[src/sv/gvc_divider.sv]
// Unsigned restoring divider, one quotient bit per cycle.
module gvc_divider #(
  parameter int unsigned NUM_W = 37,
  parameter int unsigned DEN_W = 15
) (
  input  logic             clk,
  input  logic             rst_n,
  input  logic             start,
  input  logic [NUM_W-1:0] num,
  input  logic [DEN_W-1:0] den,
  output logic             done,
  output logic [NUM_W-1:0] quo
);

  localparam int unsigned CNT_W = $clog2(NUM_W + 1);

  logic [NUM_W-1:0] quo_r;
  logic [DEN_W:0]   rem_r;
  logic [DEN_W-1:0] den_r;
  logic [CNT_W-1:0] cnt_r;
  logic             busy_r;
  logic [DEN_W:0]   trial;
  logic [DEN_W+1:0] diff;

  always_comb begin
    trial = {rem_r[DEN_W-1:0], quo_r[NUM_W-1]};
    diff  = {1'b0, trial} - {2'b00, den_r};
  end

  always_ff @(posedge clk) begin
    if (!rst_n) begin
      busy_r <= 1'b0;
      cnt_r  <= '0;
      done   <= 1'b0;
    end else begin
      done <= 1'b0;
      if (start) begin
        busy_r <= 1'b1;
        cnt_r  <= CNT_W'(NUM_W);
        quo_r  <= num;
        rem_r  <= '0;
        den_r  <= den;
      end else if (busy_r) begin
        if (!diff[DEN_W+1]) begin
          rem_r <= diff[DEN_W:0];
          quo_r <= {quo_r[NUM_W-2:0], 1'b1};
        end else begin
          rem_r <= trial;
          quo_r <= {quo_r[NUM_W-2:0], 1'b0};
        end
        cnt_r <= cnt_r - 1'b1;
        if (cnt_r == CNT_W'(1)) begin
          busy_r <= 1'b0;
          done   <= 1'b1;
        end
      end
    end
  end

  assign quo = quo_r;

endmodule

[config.mk]
export PLATFORM = sky130hd
export DESIGN_NAME = gvc_divider
export DESIGN_NICKNAME = d
export VERILOG_FILES = /design/src/sv/gvc_divider.sv
export SDC_FILE = /design/constraint.sdc
export NUM_CORES = 1
export LEC_CHECK = 0
export ABC_AREA = 1
export BUFFER_PORTS_ARGS = -buffer_cell sky130_fd_sc_hd__buf_2
export CAP_MARGIN = 20
export CORE_AREA = 3 3 121 123
export DETAILED_ROUTE_END_ITERATION = 16
export DIE_AREA = 0 0 124 126
export PLACE_DENSITY = 0.56
export SYNTH_ARGS = -nofsm -noshare
export SYNTH_HDL_FRONTEND = slang
export SYNTH_SLANG_ARGS = --single-unit
[constraint.sdc]
create_clock -name clk -period 3.4 [get_ports clk]
set_clock_uncertainty 0.15 [all_clocks]
set_input_delay 0.17 -clock clk [delete_from_list [all_inputs] [get_ports clk]]
set_output_delay 0.17 -clock clk [all_outputs]
set_load 0.02 [all_outputs]
Word level (Yosys, flattened, before mapping)

Index checks and enable logic that the tools add are counted.

Bits in writable memories: 0
Memories kept: 0
Bits in latches: 0
Register bits: 75
Output and inout bits: 38
Memory bits (read-only): 0
Input port bits: 55
Logic and storage cells: 28

$mul: 0
Multiplexer cells: 11
Reduce and logical (&&, ||, !) cells: 5
Shift operators: 0
Div/mod/pow operators: 0
Order comparisons: 0
Bitwise operators: 2
Equality and inequality tests: 1
Add/sub/neg operators: 2

Operator list:

| kind                                                 | count |
|---|---|
| two-way mux 37 bit                                   | 2 |
| two-way mux 15 bit                                   | 2 |
| subtractor 16 x 15 -> 17 bit                         | 1 |
| two-way mux 6 bit                                    | 2 |
| equality test 6 x 1 -> 1 bit (second input constant) | 1 |
| subtractor 6 x 1 -> 6 bit (second input constant)    | 1 |
| two-way mux 1 bit                                    | 5 |
| AND reduction 2 bit                                  | 2 |
| OR reduction 3 bit                                   | 1 |
| inverter 1 bit                                       | 2 |
| nonzero test 2 bit                                   | 1 |
| OR reduction 2 bit                                   | 1 |

Depth between registers and ports, before layout

Depth after elaboration: 4
Gate-level depth with buffers: 14
Mapped depth without buffers: 14

Worst setup path before layout

No wires, ideal clock.

Kind: input to register
From: input start
To: register quo_r[0] (netlist: quo[0]) (enable)
Cell stages on the path: 3
Required time: 2.769 ns
Arrival: 3.067 ns
Slack: -0.298 ns
Buffers on the path: 1
Setup time: 0.481 ns
Cell sequence: clkbuf_1 inv_2 a21oi_1

Longest elaborated chain between the ends: 2

RTL lines:

| item                          | RTL line | source |
|---|---|---|
| start, declared               | 8        | `input logic start,` |
| nonzero test 2 bit (no line)  | -        |  |
| AND reduction 2 bit (no line) | -        |  |
| end signal, assigned          | 40       | `quo_r <= num;` |
| end signal, assigned          | 46       | `quo_r <= {quo_r[NUM_W-2:0], 1'b1};` |
| end signal, assigned          | 49       | `quo_r <= {quo_r[NUM_W-2:0], 1'b0};` |
| end, declared                 | 17       | `logic [NUM_W-1:0] quo_r;` |

No other way between the ends.
A chain may end at the register's enable or synchronous reset.

Worst setup path after layout

From: register quo_r[36] (netlist: quo[36])
To: register rem_r[2] (data pin)

Longest elaborated chain between the ends: 3

RTL lines:

| item                         | RTL line | source |
|---|---|---|
| subtractor 16 x 15 -> 17 bit | 27       | `diff = {1'b0, trial} - {2'b00, den_r};` |
| two-way mux 15 bit           | 44       | `if (!diff[DEN_W+1]) begin` |
| two-way mux 15 bit           | 43       | `end else if (busy_r) begin` |
| end signal, assigned         | 45       | `rem_r <= diff[DEN_W:0];` |
| end signal, assigned         | 48       | `rem_r <= trial;` |
| end, declared                | 18       | `logic [DEN_W:0] rem_r;` |

No other way between the ends. The select of a mux whose other input is x is not followed.

==> flow_summary.toml <==
[power_and_ir_drop]
internal_power_uw = 1892
powerDensity_nw_per_um2 = 473.0
p_leak_uw = 0.002733
pwr-share-clk = 0.352
p_seq_frac = 0.428
ir_drop_mv = 0.3230
swShare = 0.2863
p_comb_frac = 0.220
p_switching_uw = 759.1

[sta]
post-route-min-period_ns = 2.509
worst_pin_slew_ns = 0.7012
finalMaxSlewViolations = 0
finalHoldViolCount = 0
totalNegativeSetupSlack_ns = 0
fin_crit_sh = 0.7379
max_freq_mhz = 398.6
finalSetupViolCount = 0
hold_slack_ns = 0.3340
rsz0062_at_grt = "no"
slew_headroom = 0.5320

[die]
core_region_area_um2 = 13770
initial_utilization = 0.2975
io_pins = 93
fp-row-count = 43
dieArea_um2 = 15620
die_w_um = 124
fp.dieH_um = 126

[logic_synthesis]
yosys_most_used_dff = "edfxtp_1"
synth_top_area_share = 0.4910
synth-async-reset-ratio = 0
synth_top_area_cell = "edfxtp_1"
synth_cells = 498
synth_nets = 571
ys_warn_count = 0
netlist_area_um2 = 4098
yosysMostFrequentCell = "nand2_1"
synth_commonest_cells = "203 x nand2_1, 70 x inv_1, 67 x edfxtp_1"
synth_seq_cells = 75
synth_cell_types = 33
seq_area_frac_synth = 0.5301
yosys-top-cells-area = "edfxtp_1 49%, nand2_1 19%, inv_1 6.4%, ha_1 5.2%, nor2_1 4.0%"
avgSynthCellArea_um2 = 8.228
synth_edf_count = 67

[worst_setup_path]
startpoint_type = "register"
startpoint = "quo[36]"
worstPathArrival_ns = 2.45
worstPathMaxFanout = 24
worstRegToRegCells = 13
crit_required_ns = 3.34
r2r-start = "quo[36]"
crit_type = "reg2reg"
crit_path_end_kind = "register"

[layout]
drive_gt1_frac = 0.1856
multi_input_area_um2 = 1598
final_area_um2 = 5605
ff_latch_area_um2 = 2172
syn2layout_area_growth_pct = 36.79
fillers = 1425
n_antenna_cell = 0
nets = 720

[grt]
grt.total_usage = 0.1368
grt_overflow = 0
grt_pass1_wl_mm = 16.96
antenna_found_initial = 0
grt_pass1_vias = 3606
grt_max_degree = 55

[detailed_routing]
vias_per_cell = 4.327
vias = 3600
first_iter_violations = 194
dr.pass1.iters = 4
ant_nets = 0
drc = 0
avgRoutedWirePerCell_um = 12.14
drt_wl_total_mm = 10.10

[clocking]
hold_buffers = 55
cts_buffers = 9
cts.sinks = 75
cts_resized = 0
h-tree-depth = 3
tritoncts = "done"
cts_setup_buffers = 0
worst_skew_pair.late_latency_ns = 0.33
clockBufferDepth = 2
root_buffer = "clkbuf_16"
clk_pin_slew_ns = 0.06

[min_path]
hold_path_class = "reg2reg"
min-delay-start = "cnt_r[1]"
hold_depth = 2

[place]
gp_congestion = 0.8372
placed_area_um2 = 4768
dp_hpwl_mm = 6.988
io_buffers = 92

[run_status]
outcome = "complete, no violations"

[flow_run]
drv_cap = 0
-- power by group through the flow --
stage,registers [µW],clock network (µW),logic (µW)
after floorplan,1180,0,353
after CTS,1130,962,584
after detailed placement,1150,0,534
after global routing,1140,992,666
final,1130,934,584
after global placement,1150,0,529
-- cell usage in the layout (no fill, tap or decap), drive strengths merged, types with 8 or more instances in the layout --
cell         count
dlygate4sd3     55
o21ai           10
nor2            45
a21oi           14
dfxtp            8
nand3           18
edfxtp          67
ha              17
clkbuf          11
buf             95
inv             73
nand2          208
-- cell families after synthesis --
kind of cell / Yosys count / synth area share
AOI/OAI and AO/OA: 28 / 0.03725
xor gates and xnor gates: 6 / 0.01282
adders and majority gates: 18 / 0.05679
buffers and inverters: 86 / 0.08274
DFF: 75 / 0.5301
and+or+nand+nor: 285 / 0.2803
-- path summary, 6_finish.rpt --
path / to / slack, ns
worst min-delay path: cnt_r[1] / 0.33
worst min register to register: cnt_r[1] / 0.33
worst max-delay path: rem_r[2] / 0.89
worst max register to register: rem_r[2] / 0.89
-- area by class of cell --
type / count / area share
inverters: 74 / 0.04955
clock inverters: 5 / 0.009598
repair buffers: 150 / 0.1866
well taps: 180 / 0.04018
flip-flops and latches: 75 / 0.3875
clock buffers: 11 / 0.04152
multi-input cells: 337 / 0.2850
-- routing by layer --
metal,track usage,part of all wire,up-vias,wire [µm]
met3,0.03458,0.057,11,580
met4,0.05606,0.016,0,162
met1,0.1810,0.47,1617,4774
li1,-,-,1867,-
met2,0.2132,0.45,105,4579
met5,0,0,-,0
-- flip-flops by register name (all words and copies together), names as in the netlist --
| signal | flops |
|---|---|
| busy_r | 1 |
| cnt_r | 6 |
| den_r | 15 |
| done | 1 |
| quo | 37 |
| rem_r | 15 |
-- stage by stage --
step	std cells	setup slack (ns)	util	power, µW
after floorplan	498	0.8051	-	1534
after global placement	761	0.9449	0.3462	1680
after detailed placement	761	0.8987	0.3462	1684
after CTS	832	0.9010	0.4070	2680
after global routing	832	0.6532	0.4070	2801
final	832	0.8911	0.4070	2652
-- worst max-delay path: stages (launching register included) --
cell	delay, ns
edfxtp_1	0.37
inv_1	0.05
ha_1	0.22
fa_1	0.36
inv_1	0.11
nand2_1	0.08
nand2_1	0.10
nand3_1	0.09
nand2_2	0.10
nand2_2	0.07
nand2_4	0.24
inv_2	0.12
a21oi_1	0.13
nor2_1	0.06
(Power assumes the default switching activity.)
